$ cat src/hw/rtl/lmca_pkg.sv
// Shared types and constants for the light and motion change alarm.
`default_nettype none

package lmca_pkg;

    localparam int LUX_W    = 23;
    localparam int MOTION_W = 18;
    localparam int AXIS_W   = 16;
    localparam int TICK_W   = 8;
    localparam int CYCLE_W  = 3;
    localparam int CFG_IDX_W  = 2;
    localparam int CFG_DATA_W = 23;

    localparam logic [CFG_IDX_W-1:0] REG_LUX_LIMIT    = 2'd0;
    localparam logic [CFG_IDX_W-1:0] REG_MOTION_LIMIT = 2'd1;
    localparam logic [CFG_IDX_W-1:0] REG_PHASE_TICKS  = 2'd2;
    localparam logic [CFG_IDX_W-1:0] REG_WAIT_PHASES  = 2'd3;

    localparam logic [LUX_W-1:0]    LUX_LIMIT_RST    = 23'd30000;
    localparam logic [MOTION_W-1:0] MOTION_LIMIT_RST = 18'd5000;
    localparam logic [TICK_W-1:0]   PHASE_TICKS_RST  = 8'd8;
    localparam logic [CYCLE_W-1:0]  WAIT_PHASES_RST  = 3'd4;

    typedef enum logic [1:0] {
        MODE_IDLE = 2'd0,
        MODE_BUZZ = 2'd1,
        MODE_WAIT = 2'd2
    } mode_t;

    typedef enum logic [1:0] {
        CAUSE_NONE   = 2'd0,
        CAUSE_LIGHT  = 2'd1,
        CAUSE_MOTION = 2'd2
    } cause_t;

    typedef struct packed {
        logic [LUX_W-1:0]    lux_limit;
        logic [MOTION_W-1:0] motion_limit;
        logic [TICK_W-1:0]   phase_ticks;
        logic [CYCLE_W-1:0]  wait_phases;
    } cfg_t;

    typedef struct packed {
        logic [LUX_W-1:0]         lux;
        logic                     lux_valid;
        logic signed [AXIS_W-1:0] gyro_x;
        logic signed [AXIS_W-1:0] gyro_y;
        logic signed [AXIS_W-1:0] gyro_z;
        logic signed [AXIS_W-1:0] accel_x;
        logic signed [AXIS_W-1:0] accel_y;
        logic signed [AXIS_W-1:0] accel_z;
        logic                     motion_valid;
    } sample_t;

    typedef struct packed {
        logic                buzzer_on;
        mode_t               phase;
        logic [CYCLE_W-1:0]  cycle_number;
        cause_t              trigger_cause;
        logic [LUX_W-1:0]    light_change;
        logic [MOTION_W-1:0] motion_change;
        logic                sequence_done;
    } result_t;

endpackage

`default_nettype wire

$ cat src/hw/rtl/light_motion_change_alarm.sv
// Top level: configuration registers, input register and the alarm core.
// A result passes through the input register, then the result register; all the
// tick's work sits between the two. Throughput: one item per cycle while the result
// side accepts results; the input register refills as the core takes from it.
// Reset: asynchronous and active low; the alarm is idle and uncalibrated, the
// registers hold their default thresholds and timing, and no item is held.
`default_nettype none

module light_motion_change_alarm
    import lmca_pkg::*;
(
    input  logic                        clk,
    input  logic                        rst_n,

    input  logic                        cfg_we,
    input  logic [CFG_IDX_W-1:0]        cfg_index,
    input  logic [CFG_DATA_W-1:0]       cfg_data,

    input  logic                        in_valid,
    output logic                        in_ready,
    input  logic [LUX_W-1:0]            lux,
    input  logic                        lux_valid,
    input  logic signed [AXIS_W-1:0]    gyro_x,
    input  logic signed [AXIS_W-1:0]    gyro_y,
    input  logic signed [AXIS_W-1:0]    gyro_z,
    input  logic signed [AXIS_W-1:0]    accel_x,
    input  logic signed [AXIS_W-1:0]    accel_y,
    input  logic signed [AXIS_W-1:0]    accel_z,
    input  logic                        motion_valid,

    output logic                        out_valid,
    input  logic                        out_ready,
    output logic                        buzzer_on,
    output logic [1:0]                  phase,
    output logic [CYCLE_W-1:0]          cycle_number,
    output logic [1:0]                  trigger_cause,
    output logic [LUX_W-1:0]            light_change,
    output logic [MOTION_W-1:0]         motion_change,
    output logic                        sequence_done
);

    cfg_t    cfg_reg;
    sample_t sample_reg;
    logic    sample_valid_reg;
    logic    stage_free;
    logic    take;
    result_t result;

    always_ff @(posedge clk or negedge rst_n)
    begin
        if (!rst_n)
        begin
            cfg_reg.lux_limit    <= LUX_LIMIT_RST;
            cfg_reg.motion_limit <= MOTION_LIMIT_RST;
            cfg_reg.phase_ticks  <= PHASE_TICKS_RST;
            cfg_reg.wait_phases  <= WAIT_PHASES_RST;
        end
        else if (cfg_we)
        begin
            unique case (cfg_index)
                REG_LUX_LIMIT:    cfg_reg.lux_limit    <= cfg_data[LUX_W-1:0];
                REG_MOTION_LIMIT: cfg_reg.motion_limit <= cfg_data[MOTION_W-1:0];
                REG_PHASE_TICKS:  cfg_reg.phase_ticks  <= cfg_data[TICK_W-1:0];
                REG_WAIT_PHASES:  cfg_reg.wait_phases  <= cfg_data[CYCLE_W-1:0];
                default:          cfg_reg              <= cfg_reg;
            endcase
        end
    end

    // The core takes the held item whenever its result register can accept one.
    assign take     = sample_valid_reg && stage_free;
    assign in_ready = !sample_valid_reg || stage_free;

    always_ff @(posedge clk or negedge rst_n)
    begin
        if (!rst_n)
            sample_valid_reg <= 1'b0;
        else if (in_ready)
            sample_valid_reg <= in_valid;
    end

    always_ff @(posedge clk)
    begin
        if (in_valid && in_ready)
        begin
            sample_reg.lux          <= lux;
            sample_reg.lux_valid    <= lux_valid;
            sample_reg.gyro_x       <= gyro_x;
            sample_reg.gyro_y       <= gyro_y;
            sample_reg.gyro_z       <= gyro_z;
            sample_reg.accel_x      <= accel_x;
            sample_reg.accel_y      <= accel_y;
            sample_reg.accel_z      <= accel_z;
            sample_reg.motion_valid <= motion_valid;
        end
    end

    lmca_core u_core (
        .clk        (clk),
        .rst_n      (rst_n),
        .cfg        (cfg_reg),
        .sample     (sample_reg),
        .take       (take),
        .stage_free (stage_free),
        .out_valid  (out_valid),
        .out_ready  (out_ready),
        .result     (result)
    );

    assign buzzer_on     = result.buzzer_on;
    assign phase         = result.phase;
    assign cycle_number  = result.cycle_number;
    assign trigger_cause = result.trigger_cause;
    assign light_change  = result.light_change;
    assign motion_change = result.motion_change;
    assign sequence_done = result.sequence_done;

endmodule

`default_nettype wire

$ cat src/hw/rtl/lmca_motion_sum.sv
// Sum of the absolute values of the six motion axes.
`default_nettype none

module lmca_motion_sum
    import lmca_pkg::*;
(
    input  sample_t             sample,
    output logic [MOTION_W-1:0] motion_sum
);

    logic [AXIS_W-1:0] abs_gx, abs_gy, abs_gz, abs_ax, abs_ay, abs_az;

    // The most negative reading gives 32768, which still fits in 16 unsigned bits.
    function automatic logic [AXIS_W-1:0] abs_axis(input logic [AXIS_W-1:0] v);
        abs_axis = v[AXIS_W-1] ? AXIS_W'(~v + 1'b1) : v;
    endfunction

    assign abs_gx = abs_axis(sample.gyro_x);
    assign abs_gy = abs_axis(sample.gyro_y);
    assign abs_gz = abs_axis(sample.gyro_z);
    assign abs_ax = abs_axis(sample.accel_x);
    assign abs_ay = abs_axis(sample.accel_y);
    assign abs_az = abs_axis(sample.accel_z);

    // Six 16-bit magnitudes of at most 32768 sum to at most 196608, inside 18 bits.
    assign motion_sum = MOTION_W'(abs_gx) + MOTION_W'(abs_gy) + MOTION_W'(abs_gz)
                      + MOTION_W'(abs_ax) + MOTION_W'(abs_ay) + MOTION_W'(abs_az);

endmodule

`default_nettype wire

$ cat src/hw/rtl/lmca_core.sv
// Alarm state machine, baselines and the result register.
`default_nettype none

module lmca_core
    import lmca_pkg::*;
(
    input  logic    clk,
    input  logic    rst_n,
    input  cfg_t    cfg,
    input  sample_t sample,
    input  logic    take,
    output logic    stage_free,
    output logic    out_valid,
    input  logic    out_ready,
    output result_t result
);

    mode_t               mode_reg, mode_next;
    logic                baseline_set_reg, baseline_set_next;
    logic [LUX_W-1:0]    light_baseline_reg, light_baseline_next;
    logic [MOTION_W-1:0] motion_baseline_reg, motion_baseline_next;
    logic [CYCLE_W-1:0]  cycles_done_reg, cycles_done_next;
    logic [TICK_W-1:0]   phase_timer_reg, phase_timer_next;
    logic                out_valid_reg, out_valid_next;
    result_t             result_reg, result_next;

    logic [MOTION_W-1:0] motion_sum;
    logic [LUX_W-1:0]    cur_lux;
    logic [MOTION_W-1:0] cur_pos;
    logic [LUX_W-1:0]    light_diff;
    logic [MOTION_W-1:0] motion_diff;
    logic [TICK_W:0]     timer_inc;
    logic                phase_end;
    logic                more_waits;
    logic                in_sequence;
    cause_t              cause;

    lmca_motion_sum u_motion_sum (
        .sample     (sample),
        .motion_sum (motion_sum)
    );

    assign cur_lux = sample.lux_valid ? sample.lux : light_baseline_reg;
    assign cur_pos = sample.motion_valid ? motion_sum : motion_baseline_reg;

    assign light_diff  = (light_baseline_reg > cur_lux) ? light_baseline_reg - cur_lux
                                                        : cur_lux - light_baseline_reg;
    assign motion_diff = (motion_baseline_reg > cur_pos) ? motion_baseline_reg - cur_pos
                                                         : cur_pos - motion_baseline_reg;

    // A phase length of zero behaves as one, since the count is compared after the increment.
    assign timer_inc  = {1'b0, phase_timer_reg} + 1'b1;
    assign phase_end  = timer_inc >= {1'b0, cfg.phase_ticks};
    assign more_waits = cycles_done_reg < cfg.wait_phases;
    assign in_sequence = (mode_reg == MODE_BUZZ) || (mode_reg == MODE_WAIT);

    always_comb
    begin
        if (!baseline_set_reg || in_sequence)
            cause = CAUSE_NONE;
        else if (light_diff > cfg.lux_limit)
            cause = CAUSE_LIGHT;
        else if (motion_diff > cfg.motion_limit)
            cause = CAUSE_MOTION;
        else
            cause = CAUSE_NONE;
    end

    // Next state for one tick.
    always_comb
    begin
        mode_next            = mode_reg;
        baseline_set_next    = baseline_set_reg;
        light_baseline_next  = light_baseline_reg;
        motion_baseline_next = motion_baseline_reg;
        cycles_done_next     = cycles_done_reg;
        phase_timer_next     = phase_timer_reg;
        unique case (mode_reg)
            MODE_BUZZ:
            begin
                if (phase_end)
                begin
                    phase_timer_next = '0;
                    if (more_waits)
                        mode_next = MODE_WAIT;
                    else
                    begin
                        mode_next         = MODE_IDLE;
                        baseline_set_next = 1'b0;
                    end
                end
                else
                    phase_timer_next = timer_inc[TICK_W-1:0];
            end
            MODE_WAIT:
            begin
                if (phase_end)
                begin
                    phase_timer_next = '0;
                    cycles_done_next = cycles_done_reg + 1'b1;
                    mode_next        = MODE_BUZZ;
                end
                else
                    phase_timer_next = timer_inc[TICK_W-1:0];
            end
            default:
            begin
                mode_next            = MODE_IDLE;
                light_baseline_next  = cur_lux;
                motion_baseline_next = cur_pos;
                if (!baseline_set_reg)
                begin
                    cycles_done_next  = '0;
                    baseline_set_next = 1'b1;
                end
                else if (cause != CAUSE_NONE)
                begin
                    mode_next        = MODE_BUZZ;
                    phase_timer_next = '0;
                end
            end
        endcase
    end

    // Result fields for one tick.
    always_comb
    begin
        result_next.buzzer_on     = (mode_reg == MODE_BUZZ);
        result_next.phase         = mode_next;
        result_next.cycle_number  = cycles_done_next;
        result_next.trigger_cause = cause;
        result_next.sequence_done = (mode_reg == MODE_BUZZ) && phase_end && !more_waits;
        if (!in_sequence && baseline_set_reg)
        begin
            result_next.light_change  = light_diff;
            result_next.motion_change = motion_diff;
        end
        else
        begin
            result_next.light_change  = '0;
            result_next.motion_change = '0;
        end
    end

    assign stage_free     = !out_valid_reg || out_ready;
    assign out_valid_next = take || (out_valid_reg && !out_ready);

    always_ff @(posedge clk or negedge rst_n)
    begin
        if (!rst_n)
        begin
            mode_reg            <= MODE_IDLE;
            baseline_set_reg    <= 1'b0;
            light_baseline_reg  <= '0;
            motion_baseline_reg <= '0;
            cycles_done_reg     <= '0;
            phase_timer_reg     <= '0;
            out_valid_reg       <= 1'b0;
        end
        else
        begin
            out_valid_reg <= out_valid_next;
            if (take)
            begin
                mode_reg            <= mode_next;
                baseline_set_reg    <= baseline_set_next;
                light_baseline_reg  <= light_baseline_next;
                motion_baseline_reg <= motion_baseline_next;
                cycles_done_reg     <= cycles_done_next;
                phase_timer_reg     <= phase_timer_next;
            end
        end
    end

    always_ff @(posedge clk)
    begin
        if (take)
            result_reg <= result_next;
    end

    assign out_valid = out_valid_reg;
    assign result    = result_reg;

    // A finished sequence must leave the buzz phase for idle.
    a_done_ends_buzz: assert property (@(posedge clk) disable iff (!rst_n)
        out_valid_reg && result_reg.sequence_done
        |-> result_reg.buzzer_on && (result_reg.phase == MODE_IDLE))
        else $error("sequence end reported outside a buzz to idle step");

    // A trigger happens on an idle tick and starts the buzz phase.
    a_trigger_starts_buzz: assert property (@(posedge clk) disable iff (!rst_n)
        out_valid_reg && (result_reg.trigger_cause != CAUSE_NONE)
        |-> !result_reg.buzzer_on && (result_reg.phase == MODE_BUZZ))
        else $error("trigger did not start a buzz phase");

    // Calibration is only dropped when the last buzz ends.
    a_recal_after_buzz: assert property (@(posedge clk) disable iff (!rst_n)
        $fell(baseline_set_reg) |-> ($past(mode_reg) == MODE_BUZZ) && (mode_reg == MODE_IDLE))
        else $error("baseline cleared outside the end of a sequence");

    // Changes are only reported on idle ticks; this check covers the buzz phase.
    a_change_only_idle: assert property (@(posedge clk) disable iff (!rst_n)
        out_valid_reg && result_reg.buzzer_on
        |-> (result_reg.light_change == '0) && (result_reg.motion_change == '0))
        else $error("change reported during a buzz phase");

endmodule

`default_nettype wire

$ cat config.mk
export PLATFORM = sky130hd
export DESIGN_NAME = light_motion_change_alarm
export DESIGN_NICKNAME = d
export VERILOG_FILES = /design/src/hw/rtl/lmca_pkg.sv /design/src/hw/rtl/light_motion_change_alarm.sv /design/src/hw/rtl/lmca_motion_sum.sv /design/src/hw/rtl/lmca_core.sv
export SDC_FILE = /design/constraint.sdc
export NUM_CORES = 1
export LEC_CHECK = 0
export ABC_AREA = 1
export BUFFER_PORTS_ARGS = -buffer_cell sky130_fd_sc_hd__buf_4
export CAP_MARGIN = 20
export CELL_PAD_IN_SITES_DETAIL_PLACEMENT = 1
export CELL_PAD_IN_SITES_GLOBAL_PLACEMENT = 1
export CORE_MARGIN = 4
export CORE_UTILIZATION = 47
export CTS_BUF_LIST = sky130_fd_sc_hd__clkbuf_4 sky130_fd_sc_hd__clkbuf_8
export DETAILED_ROUTE_END_ITERATION = 7
export GPL_TIMING_DRIVEN = 0
export HOLD_SLACK_MARGIN = 0.05
export PLACE_DENSITY_LB_ADDON = 0.1
export SYNTH_ARGS = -nofsm -noshare
export SYNTH_HDL_FRONTEND = slang
export SYNTH_SLANG_ARGS = --single-unit
$ cat constraint.sdc
create_clock -name clk -period 10.4 [get_ports clk]
set_input_delay 2.08 -clock clk [delete_from_list [all_inputs] [get_ports clk]]
set_output_delay 2.08 -clock clk [all_outputs]
set_load 0.1 [all_outputs]
==> metrics.md, run 1 <==
| Metric | Value |
|---|---|
| Maximum clock skew at final layout | 34.2 ps |
| Delay contributed by the slowest stage of the critical path | 560 ps |
| Number of distinct library cells after synthesis | 56 |
| Number of optimization iterations in the first detailed-route pass | 5 |
| Overflow left after global routing | 0 |
| Yosys synthesis warning count | 0 |
| Number of flip-flops under the largest register name | 121 |
| GR Util All Layers | 0.274 |
| Met2 wire len | 30900 um |
| Status | finished, final reports clean |
| Clk slew on worst S/H paths | 60 ps |
| Critical path capture point type | flop |
| Share of the synthesized area in the top cell type | 0.251 |
| Met3 wire length | 3000 um |
| Final Max Slew Viols | 0 |
| Transition at the pin with the smallest max-transition slack | 857 ps |
| Synth-to-layout area growth | 16.7% |
| Setup Total Neg Slack | 0 ps |
| CTS tree | yes |
| Iteration-0 DRC Markers | 928 |
| Ports placed on the boundary | 203 |
| Mean instance size in the synthesized netlist | 8.31 um2 |
| Root cell of the clock tree | sky130_fd_sc_hd__clkbuf_8 |
| Sequential cell area | 0.00788 mm2 |
| Area occupied by multi-input gates | 0.0106 mm2 |
| Flop and latch count out of synthesis | 280 |
| Setup repair bufs after CTS | 0 |
| Data arrival, critical path | 9770 ps |
| Leading area contributor after synthesis | sky130_fd_sc_hd__edfxtp_1 |
| Maximum clock frequency | 108 MHz |
| Worst hold path cell count | 2 |
| Vertical extent of the die | 217 um |
| CTS Hold Bufs | 0 |
| Maximum number of pins on one net before global-route repair | 96 |
| Wire length of the first global-routing pass | 102000 um |
| Worst slew margin relative to its limit | 0.429 |
| Kind of start point of the critical path | flop |
| Total of max-cap violations | 0 |
| Most frequent cell on the critical path | sky130_fd_sc_hd__nand2_1 |
| Synthesized Nets | 2833 |
| Commonest cells after routing, fill and taps aside | sky130_fd_sc_hd__nand2_1 (500), sky130_fd_sc_hd__inv_1 (453), sky130_fd_sc_hd__o21ai_0 (212), sky130_fd_sc_hd__buf_4 (204), sky130_fd_sc_hd__nor2_1 (183) |
| Worst-case hold path end point | cfg_reg[25] |
| Effective utilization at floorplan | 0.475 |
| Placeable Area | 0.0430 mm2 |
| Capture point of the worst reg-to-reg path | u_core.phase_timer_reg[2] |
| TritonCTS Buffers | 51 |
| Worst R2R Path Depth | 47 |
| RSZ-0062 raised after global routing | no |
| Vias after detailed routing | 17500 |
| Largest delay share family, worst path | simple AND/OR/NAND/NOR gates |
| Number of core rows | 76 |
| Clock latency on the worst-skew pair | 650 ps |
| Worst Path Class, Setup | reg2reg |
| Number of hold-slack violations in the final timing report | 0 |
| CTS-repair resized insts | 0 |
| DRC violation count after routing | 0 |
| Final critical path time including I/O delays and setup | 9250 ps |
| R2R Setup Slk | 1150 ps |
| Die span in x | 217 um |
| Clock tree sinks | 280 |
| Total stage count of the critical path | 47 |
| Sequential element share of the synthesized area | 0.386 |
| Launch point of the worst hold path | cfg_reg[25] |
| Setup-failing EPs final | 0 |
| Number of port buffers | 202 |
| Fraction of final layout cells with drive strength greater than 1 | 0.141 |
| Path type of the worst min-delay path | reg2reg |
| Total standard cell area after synthesis | 0.0204 mm2 |
| Vias in the first global route | 18900 |
| Max Used Layer | met4 |
| HPWL after detailed placement | 52300 um |
| Post-detailed-route wirelength per cell | 19.1 um |
| Cell with the largest stage delay on the worst path | sky130_fd_sc_hd__fa_1 |
| Routed wire length | 63900 um |
| Antenna viol nets, final | 0 |
| Number of buffer and inverter stages on the critical path | 6 |
| Antenna cell count | 0 |
| Routability Congestion | 0.917 |
| Fin nets | 3091 |
| H-tree Lvls | 2 |
| Cell count after synthesis | 2459 |
| Total Die Area | 0.0469 mm2 |
| Number of antenna violations at the first check in global routing | 0 |
| Post-Route M1 WL | 28200 um |
| Setup crit start | sample_reg[81] |
| Cell types occupying the most area after synthesis | sky130_fd_sc_hd__edfxtp_1 (25%), sky130_fd_sc_hd__dfrtp_1 (12%), sky130_fd_sc_hd__ha_1 (9.5%), sky130_fd_sc_hd__nand2_1 (9.2%), sky130_fd_sc_hd__inv_1 (8.3%) |
| Worst reg2reg path startpoint | sample_reg[81] |
| Fillcell total | 5297 |
| Most common library cell in the layout ignoring fill and taps | sky130_fd_sc_hd__nand2_1 |
| Period utilisation layout | 0.889 |
| Max Fanout on Critical Path | 8 |
| Required @ worst endpoint | 10920 ps |
| Vias per cell | 5.23 |
| Maximum clock path buffer count | 3 |
[cell usage after synthesis, drive strengths merged]
cell type	instances
a211oi	6
ha	155
edfxtp	171
clkinv	1
o21a	7
and2	3
a31oi	13
o31ai	5
dfrtp	95
inv	457
xor2	115
clkbuf	38
nor4	11
nand4	18
nand3	73
o221a	1
or2	9
a221oi	2
nor3b	2
o21bai	8
nor2b	1
o2111ai	2
a21oi	129
o21ai	230
a221o	1
xnor2	34
a21o	8
nand2	525
nand3b	4
o211ai	7
o311ai	2
mux2i	1
dfstp	14
buf	15
fa	68
nor2	195
a21boi	2
nor3	29
and3	2
[metrics by stage]
step	hold slack, ps	area (um2)	instances	setup WS, ps	utilization
floorplan	453	20400	2459	3030	-
global placement	472	22700	3246	1420	0.528
detailed placement	478	22800	3249	1220	0.530
CTS	494	23800	3341	1150	0.555
global route	516	23800	3341	287	0.555
finish	489	23800	3341	1150	0.555
[worst reg2reg max path, delay by kind of cell (launching register included)]
family	cells	cell delay [ps]
xor gates and xnor gates	1	210
and+or+nand+nor	25	3450
AOI/OAI and AO/OA	8	1720
buffers and inverters	6	390
adders and majority gates	7	2890
DFF	1	470
[cells by family (layout without fill, tap and decap cells)]
group           after synthesis  in the layout  synth area share
simple gates                872            872             0.180
buf+inv                     511            808            0.0959
compound gates              423            423             0.113
flops                       280            280             0.386
fa+ha+maj                   223            223             0.162
xor+xnor                    149            149            0.0639
mux                           1              1          0.000490
[worst max path at each step]
stage                                      to
finish              u_core.phase_timer_reg[2]
global route        u_core.phase_timer_reg[2]
CTS                 u_core.phase_timer_reg[2]
detailed placement  u_core.phase_timer_reg[1]
global placement    u_core.phase_timer_reg[0]
floorplan           u_core.phase_timer_reg[0]
[final cells by class]
type,instances,area share
plain buffers,53,0.0101
well taps,585,0.0307
multi-input cells,1668,0.444
clock buffers,72,0.0374
inverters,458,0.0722
flip-flops and latches,280,0.330
clock inverters,20,0.00803
repair buffers,205,0.0669
[routing by layer]
metal,up-vias,track usage
met5,-,0
met4,0,0.0751
met2,383,0.469
met1,8571,0.358
li1,8409,-
met3,111,0.0495
Power of run 1 is not shown: default switching activity piles up to over one toggle a cycle in this logic, so the estimate is an artifact.
==> run 2: changes to the inputs <==
--- a/config.mk
+++ b/config.mk
@@ -11,7 +11,7 @@
 export CELL_PAD_IN_SITES_DETAIL_PLACEMENT = 1
 export CELL_PAD_IN_SITES_GLOBAL_PLACEMENT = 1
 export CORE_MARGIN = 4
-export CORE_UTILIZATION = 47
+export CORE_UTILIZATION = 46
 export CTS_BUF_LIST = sky130_fd_sc_hd__clkbuf_4 sky130_fd_sc_hd__clkbuf_8
 export DETAILED_ROUTE_END_ITERATION = 7
 export GPL_TIMING_DRIVEN = 0
@@ -19,4 +19,5 @@
 export PLACE_DENSITY_LB_ADDON = 0.1
 export SYNTH_ARGS = -nofsm -noshare
 export SYNTH_HDL_FRONTEND = slang
+export SYNTH_HIERARCHICAL = 1
 export SYNTH_SLANG_ARGS = --single-unit
==> metrics.md, run 2 <==
| Metric | Value |
|---|---|
| Status | finished, final reports clean |
| Filler-free cell count of the finished design | 3694 |
| Yosys synthesis warning count | 6 |
| Wire length of the first global-routing pass | 108000 um |
| Share of flip-flops with an asynchronous set or reset | 0.389 |
| Path type of the worst min-delay path | reg2reg |
| Antenna viol nets, final | 0 |
| CTS-repair resized insts | 0 |
| Launch point of the worst hold path | cfg_reg[18] |
| Maximum clock path buffer count | 3 |
| DRC violation count after routing | 0 |
| Share of the synthesized area in the top cell type | 0.237 |
| Number of optimization iterations in the first detailed-route pass | 6 |
| Overflow left after global routing | 0 |
| Clock latency on the worst-skew pair | 660 ps |
| GR Util All Layers | 0.268 |
| Setup repair bufs after CTS | 0 |
| HPWL after detailed placement | 55800 um |
| Number of distinct library cells after synthesis | 52 |
| Leading area contributor after synthesis | sky130_fd_sc_hd__edfxtp_1 |
| Effective utilization at floorplan | 0.465 |
| Mean instance size in the synthesized netlist | 7.77 um2 |
| Vias in the first global route | 20400 |
| R2R Setup Slk | 2040 ps |
| Worst slew margin relative to its limit | 0.388 |
| Number of port buffers | 200 |
| Routability Congestion | 0.940 |
| Post-synth top flop | sky130_fd_sc_hd__edfxtp_1 |
| Die span in x | 225 um |
| Placeable Area | 0.0466 mm2 |
| Layout Cell Area excl Fill | 0.0252 mm2 |
| Commonest cells after routing, fill and taps aside | sky130_fd_sc_hd__nand2_1 (786), sky130_fd_sc_hd__inv_1 (541), sky130_fd_sc_hd__buf_4 (207), sky130_fd_sc_hd__nor2_1 (176) |
| Flop and latch count out of synthesis | 280 |
| Synthesized Nets | 3162 |
| Period utilisation layout | 0.804 |
| Final critical path time including I/O delays and setup | 8360 ps |
| Cell types occupying the most area after synthesis | sky130_fd_sc_hd__edfxtp_1 (24%), sky130_fd_sc_hd__nand2_1 (14%), sky130_fd_sc_hd__dfrtp_1 (11%), sky130_fd_sc_hd__inv_1 (9.4%), sky130_fd_sc_hd__ha_1 (9.1%) |
| Total standard cell area after synthesis | 0.0217 mm2 |
| Total Die Area | 0.0506 mm2 |
| Critical path capture point type | flop |
| Routed wire length | 67800 um |
| Maximum number of pins on one net before global-route repair | 95 |
| Setup-failing EPs final | 0 |
| Delay contributed by the slowest stage of the critical path | 550 ps |
| Sequential element share of the synthesized area | 0.364 |
| Transition at the pin with the smallest max-transition slack | 919 ps |
| Worst-case hold path end point | cfg_reg[18] |
| Number of flip-flops under the largest register name | 121 |
| RSZ-0062 raised after global routing | no |
| Final Max Slew Viols | 0 |
| Root cell of the clock tree | sky130_fd_sc_hd__clkbuf_8 |
| Worst reg2reg path startpoint | sample_reg[49] |
| Iteration-0 DRC Markers | 981 |
| Vertical extent of the die | 225 um |
| Synth-to-layout area growth | 16.5% |
| H-tree Lvls | 2 |
| Most common library cells after synthesis | sky130_fd_sc_hd__nand2_1 (786), sky130_fd_sc_hd__inv_1 (542), sky130_fd_sc_hd__nor2_1 (176), sky130_fd_sc_hd__edfxtp_1 (171), sky130_fd_sc_hd__o21ai_0 (171) |
| Number of core rows | 79 |
| Most common library cell in the layout ignoring fill and taps | sky130_fd_sc_hd__nand2_1 |
| Number of antenna violations at the first check in global routing | 2 |
| TritonCTS Buffers | 50 |
| Clk slew on worst S/H paths | 60 ps |
| Worst setup margin | 2040 ps |
| Fillcell total | 5862 |
| Most frequent cell on the critical path | sky130_fd_sc_hd__nand2_1 |
| Post-DP Area | 0.0241 mm2 |
| Setup WS pre-CTS | 2030 ps |
| Data arrival, critical path | 8930 ps |
| Number of synthesized flops with an enable pin | 171 |
| Vias after detailed routing | 19100 |
| Most instantiated library cell after synthesis | sky130_fd_sc_hd__nand2_1 |
| Kind of start point of the critical path | flop |
| Maximum clock frequency | 120 MHz |
| Maximum clock skew at final layout | 42.7 ps |
| Vias per cell | 5.17 |
| Worst Path Class, Setup | reg2reg |
| CTS Hold Bufs | 0 |
| Dpl cells | 3599 |
| Number of hold-slack violations in the final timing report | 0 |
| Total of max-cap violations | 0 |
| Cell count after synthesis | 2786 |
| Ports placed on the boundary | 203 |
| Fraction of final layout cells with drive strength greater than 1 | 0.131 |
| Cell with the largest stage delay on the worst path | sky130_fd_sc_hd__fa_1 |
| Fin nets | 3420 |
| Worst hold path cell count | 2 |
| CTS tree | yes |
| Clock tree sinks | 280 |
| Capture point of the worst reg-to-reg path | u_core/phase_timer_reg[5] |
| Post-detailed-route wirelength per cell | 18.4 um |
| Worst R2R Path Depth | 48 |
| Required @ worst endpoint | 10970 ps |
| Max Fanout on Critical Path | 10 |
run 2: cell types whose count changed after synthesis, sizes merged, moves of 21 or more:
| cell | before | now |
|---|---|---|
| inv | 457 | 547 |
| nand2 | 525 | 805 |
| nand3 | 73 | 136 |
| nand4 | 18 | 53 |
| o21ai | 230 | 190 |
| xnor2 | 34 | 13 |
run 2: layout make-up:
class,count,area (um2),share of cell area
Antenna cell,1,2.50,0.0000992
Inverter,547,2060,0.0816
Clock inverter,17,184,0.00729
Multi-Input combinational cell,1903,11400,0.451
Timing Repair Buffer,206,1640,0.0650
Clock buffer,77,966,0.0383
Buffer,56,354,0.0140
Sequential cell,280,7880,0.312
Tap cell,607,759,0.0301
run 2: metal layers:
metal | share of wire | global-route usage | vias to the layer above
li1 | - | - | 9282
met1 | 0.45 | 0.362 | 9246
met2 | 0.47 | 0.446 | 430
met3 | 0.045 | 0.0389 | 127
met4 | 0.033 | 0.0858 | 2
met5 | 0.00016 | 0 | -
run 2: kinds of logic after synthesis:
family / Yosys count / synth area share
multiplexers: 2 / 0.000924
buffers and inverters: 603 / 0.111
AND/OR/NAND/NOR: 1216 / 0.237
flip-flops: 280 / 0.364
adder cells (fa/ha/maj): 225 / 0.154
XOR/XNOR: 120 / 0.0489
AO/OA/AOI/OAI: 340 / 0.0842
run 2: how the worst max path moves through the flow:
stage	cells after the start	to	slack, ps	start
after floorplan	4	sample_reg[0]	1660	out_ready
after global placement	5	sample_reg[94]	-970	out_ready
after detailed placement	50	u_core/phase_timer_reg[2]	2030	sample_reg[49]
after CTS	49	u_core/phase_timer_reg[5]	2020	sample_reg[49]
after global routing	50	u_core/phase_timer_reg[3]	1280	sample_reg[49]
final	48	u_core/phase_timer_reg[5]	2040	sample_reg[49]
run 2: stage by stage:
stage	hold WS [ps]	utilization	setup TNS (ps)
2_1_floorplan	442	-	0
3_3_place_gp	448	0.514	-115100
3_5_place_dp	453	0.517	0
4_1_cts	464	0.542	0
5_1_grt	480	0.542	0
6_report	463	0.542	0
run 2: critical path: cells and delay by family, from the launching register on:
kind                     cells  cell delay, ps
AO/OA/AOI/OAI                4             510
XOR/XNOR                     2             370
adder cells (fa/ha/maj)      7            2820
buffers and inverters       11            1030
flip-flops                   1             420
AND/OR/NAND/NOR             24            3180
Power of run 2 is left out for the same reason.
==> run 3: changes to the inputs <==
--- a/config.mk
+++ b/config.mk
@@ -5,13 +5,13 @@
 export SDC_FILE = /design/constraint.sdc
 export NUM_CORES = 1
 export LEC_CHECK = 0
-export ABC_AREA = 1
+export ABC_AREA = 0
 export BUFFER_PORTS_ARGS = -buffer_cell sky130_fd_sc_hd__buf_4
 export CAP_MARGIN = 20
 export CELL_PAD_IN_SITES_DETAIL_PLACEMENT = 1
 export CELL_PAD_IN_SITES_GLOBAL_PLACEMENT = 1
 export CORE_MARGIN = 4
-export CORE_UTILIZATION = 46
+export CORE_UTILIZATION = 49
 export CTS_BUF_LIST = sky130_fd_sc_hd__clkbuf_4 sky130_fd_sc_hd__clkbuf_8
 export DETAILED_ROUTE_END_ITERATION = 7
 export GPL_TIMING_DRIVEN = 0
==> constraint.sdc (replaced) <==
create_clock -name clk -period 7.8 [get_ports clk]
set_input_delay 1.56 -clock clk [delete_from_list [all_inputs] [get_ports clk]]
set_output_delay 1.56 -clock clk [all_outputs]
set_load 0.1 [all_outputs]
==> metrics.md, run 3 <==
| Metric | Value |
|---|---|
| Fraction of final layout cells with drive strength greater than 1 | 0.230 |
| Most Crowded Layer GR | met2 |
| Overflow left after global routing | 0 |
| Transition at the pin with the smallest max-transition slack | 1080 ps |
| Wire length of the first global-routing pass | 92100 um |
| Fin nets | 2592 |
| Antenna viol nets, final | 0 |
| Delay contributed by the slowest stage of the critical path | 540 ps |
| Period utilisation layout | 1.17 |
| Yosys synthesis warning count | 6 |
| Routability Congestion | 0.945 |
| Data arrival, critical path | 9490 ps |
| Most frequent cell on the critical path | sky130_fd_sc_hd__fa_1 |
| CTS tree | yes |
| Cell with the largest stage delay on the worst path | sky130_fd_sc_hd__fa_1 |
| Final critical path time including I/O delays and setup | 9100 ps |
| Cell count after synthesis | 1932 |
| Most common library cells after synthesis | sky130_fd_sc_hd__inv_1 (242), sky130_fd_sc_hd__edfxtp_1 (171), sky130_fd_sc_hd__ha_1 (157), sky130_fd_sc_hd__a21oi_1 (152), sky130_fd_sc_hd__nor2_1 (112) |
| Number of antenna violations at the first check in global routing | 0 |
| Final Max Slew Viols | 0 |
| Fillcell total | 4338 |
| Met3 routing resource usage after global routing | 0.0338 |
| Number of synthesized flops with an enable pin | 171 |
| Total standard cell area after synthesis | 0.0199 mm2 |
| Total Die Area | 0.0438 mm2 |
| Flop and latch count out of synthesis | 280 |
| Dpl cells | 2662 |
| H-tree Lvls | 2 |
| Worst Path Class, Setup | reg2reg |
| Path type of the worst min-delay path | reg2reg |
| Post-synth top flop | sky130_fd_sc_hd__edfxtp_1 |
| Most instantiated library cell after synthesis | sky130_fd_sc_hd__inv_1 |
| Most common library cell in the layout ignoring fill and taps | sky130_fd_sc_hd__inv_1 |
| Clock latency on the worst-skew pair | 630 ps |
| Synth-to-layout area growth | 20.6% |
| Worst-case hold path end point | cfg_reg[44] |
| Vertical extent of the die | 209 um |
| Worst R2R Path Depth | 40 |
| Root cell of the clock tree | sky130_fd_sc_hd__clkbuf_8 |
| Capture point of the worst reg-to-reg path | u_core/result[47] |
| Vias per cell | 5.58 |
| Met1 track demand over resource in global routing | 0.333 |
| Number of core rows | 73 |
| Routed wire length | 59700 um |
| Required @ worst endpoint | 8190 ps |
| Maximum number of pins on one net before global-route repair | 74 |
| Worst slew margin relative to its limit | 0.279 |
| DRC violation count after routing | 0 |
| Number of flip-flops under the largest register name | 121 |
| Sequential element share of the synthesized area | 0.397 |
| Iteration-0 DRC Markers | 714 |
| Maximum clock skew at final layout | 20.5 ps |
| Total of max-cap violations | 0 |
| Mean instance size in the synthesized netlist | 10.3 um2 |
| Vias in the first global route | 16700 |
| Vias after detailed routing | 15500 |
| Synthesized Nets | 2308 |
| Cell types occupying the most area after synthesis | sky130_fd_sc_hd__edfxtp_1 (26%), sky130_fd_sc_hd__dfrtp_1 (12%), sky130_fd_sc_hd__ha_1 (9.9%), sky130_fd_sc_hd__fa_1 (6.9%), sky130_fd_sc_hd__inv_1 (4.6%) |
| TritonCTS Buffers | 49 |
| Filler-free cell count of the finished design | 2781 |
| Clock tree sinks | 280 |
| Share of flip-flops with an asynchronous set or reset | 0.389 |
| Kind of start point of the critical path | flop |
| Violated checks | negative setup slack |
| Antenna cell count | 0 |
| HPWL after detailed placement | 45900 um |
| Effective utilization at floorplan | 0.498 |
| Setup WS pre-CTS | -2210 ps |
| Setup-failing EPs final | 12 |
| Number of optimization iterations in the first detailed-route pass | 5 |
| Placeable Area | 0.0399 mm2 |
| Post-detailed-route wirelength per cell | 21.5 um |
| Number of distinct library cells after synthesis | 77 |
| Setup Total Neg Slack | -13650 ps |
| GR Util All Layers | 0.264 |
| Leading area contributor after synthesis | sky130_fd_sc_hd__edfxtp_1 |
| Worst hold path cell count | 1 |
| Critical path capture point type | flop |
| RSZ-0062 raised after global routing | yes |
| Post-DP Area | 0.0222 mm2 |
| Maximum clock frequency | 110 MHz |
| Layout Cell Area excl Fill | 0.0240 mm2 |
| R2R Setup Slk | -1300 ps |
| Share of the synthesized area in the top cell type | 0.259 |
| Worst reg2reg path startpoint | sample_reg[18] |
| Status | complete, but fails checks |
| Launch point of the worst hold path | cfg_reg[44] |
| Worst setup margin | -1300 ps |
| Number of port buffers | 202 |
| Clk slew on worst S/H paths | 60 ps |
| Met2 track utilization from global routing | 0.467 |
| Commonest cells after routing, fill and taps aside | sky130_fd_sc_hd__inv_1 (238), sky130_fd_sc_hd__buf_4 (234), sky130_fd_sc_hd__edfxtp_1 (171), sky130_fd_sc_hd__ha_1 (148), sky130_fd_sc_hd__a21oi_1 (141) |
| CTS Hold Bufs | 0 |
| Die span in x | 209 um |
| Maximum clock path buffer count | 3 |
| Max Fanout on Critical Path | 8 |
| Number of hold-slack violations in the final timing report | 0 |
| Ports placed on the boundary | 203 |
[run 3: cell count changes after synthesis, moves of 70 or more]
cell / delta
sky130_fd_sc_hd__nand2_1: -681
sky130_fd_sc_hd__inv_1: -300
sky130_fd_sc_hd__nand3_1: -102
sky130_fd_sc_hd__o21ai_0: -99
sky130_fd_sc_hd__xnor2_1: +85
sky130_fd_sc_hd__xor2_1: -70
[run 3: repair_timing]
action                                  in CTS  in global routing
pin swaps                                   15                 22
buffers inserted                            19                 14
gates resized for setup                     31                 68
gates cloned                                 1                  0
endpoints found under the setup margin      28                 28
[run 3: worst max-delay path, delay by kind of cell, from the launching register on]
kind / cells / cell delay [ps]
AND/OR/NAND/NOR: 13 / 2880
adder cells (fa/ha/maj): 7 / 2510
AO/OA/AOI/OAI: 9 / 1750
buffers and inverters: 7 / 630
XOR/XNOR: 3 / 480
flip-flops: 1 / 420
multiplexers: 1 / 190
[run 3: area by class of cell]
cell class	instances	area, um2	area share
plain buffers	57	308	0.0128
clock buffers	75	913	0.0381
clock inverters	16	166	0.00695
inverters	242	911	0.0380
multi-input cells	1347	11200	0.468
flip-flops and latches	280	7880	0.329
well taps	525	657	0.0274
repair buffers	239	1920	0.0800
[run 3: worst max-delay path by stage]
stage	startpoint	endpoint	slack, ps	depth (start not counted)
2_1_floorplan	sample_reg[19]	u_core/result[47]	-770	40
3_3_place_gp	sample_reg[17]	u_core/result[47]	-1920	40
3_5_place_dp	sample_reg[17]	u_core/result[47]	-2210	41
4_1_cts	sample_reg[17]	u_core/result[47]	-1530	40
5_1_grt	sample_reg[18]	u_core/result[47]	-1720	40
6_report	sample_reg[18]	u_core/result[47]	-1300	40
[run 3: metrics by stage]
stage / hold WS, ps / utilization
after floorplan: 458 / -
after global placement: 474 / 0.553
after detailed placement: 481 / 0.555
after CTS: 500 / 0.590
after global routing: 523 / 0.600
final: 500 / 0.600
[run 3: kinds of logic after synthesis]
| family | share of synthesized area |
|---|---|
| AO/OA/AOI/OAI | 0.143 |
| XOR/XNOR | 0.0591 |
| adder cells (fa/ha/maj) | 0.167 |
| multiplexers | 0.0667 |
| AND/OR/NAND/NOR | 0.106 |
| buffers and inverters | 0.0610 |
| flip-flops | 0.397 |
[run 3: layer usage]
metal | share of wire | up-vias
met5 | 0 | -
met4 | 0.036 | 0
met3 | 0.037 | 103
met2 | 0.51 | 366
met1 | 0.42 | 7740
li1 | - | 7318
Power of run 3 is left out for the same reason.
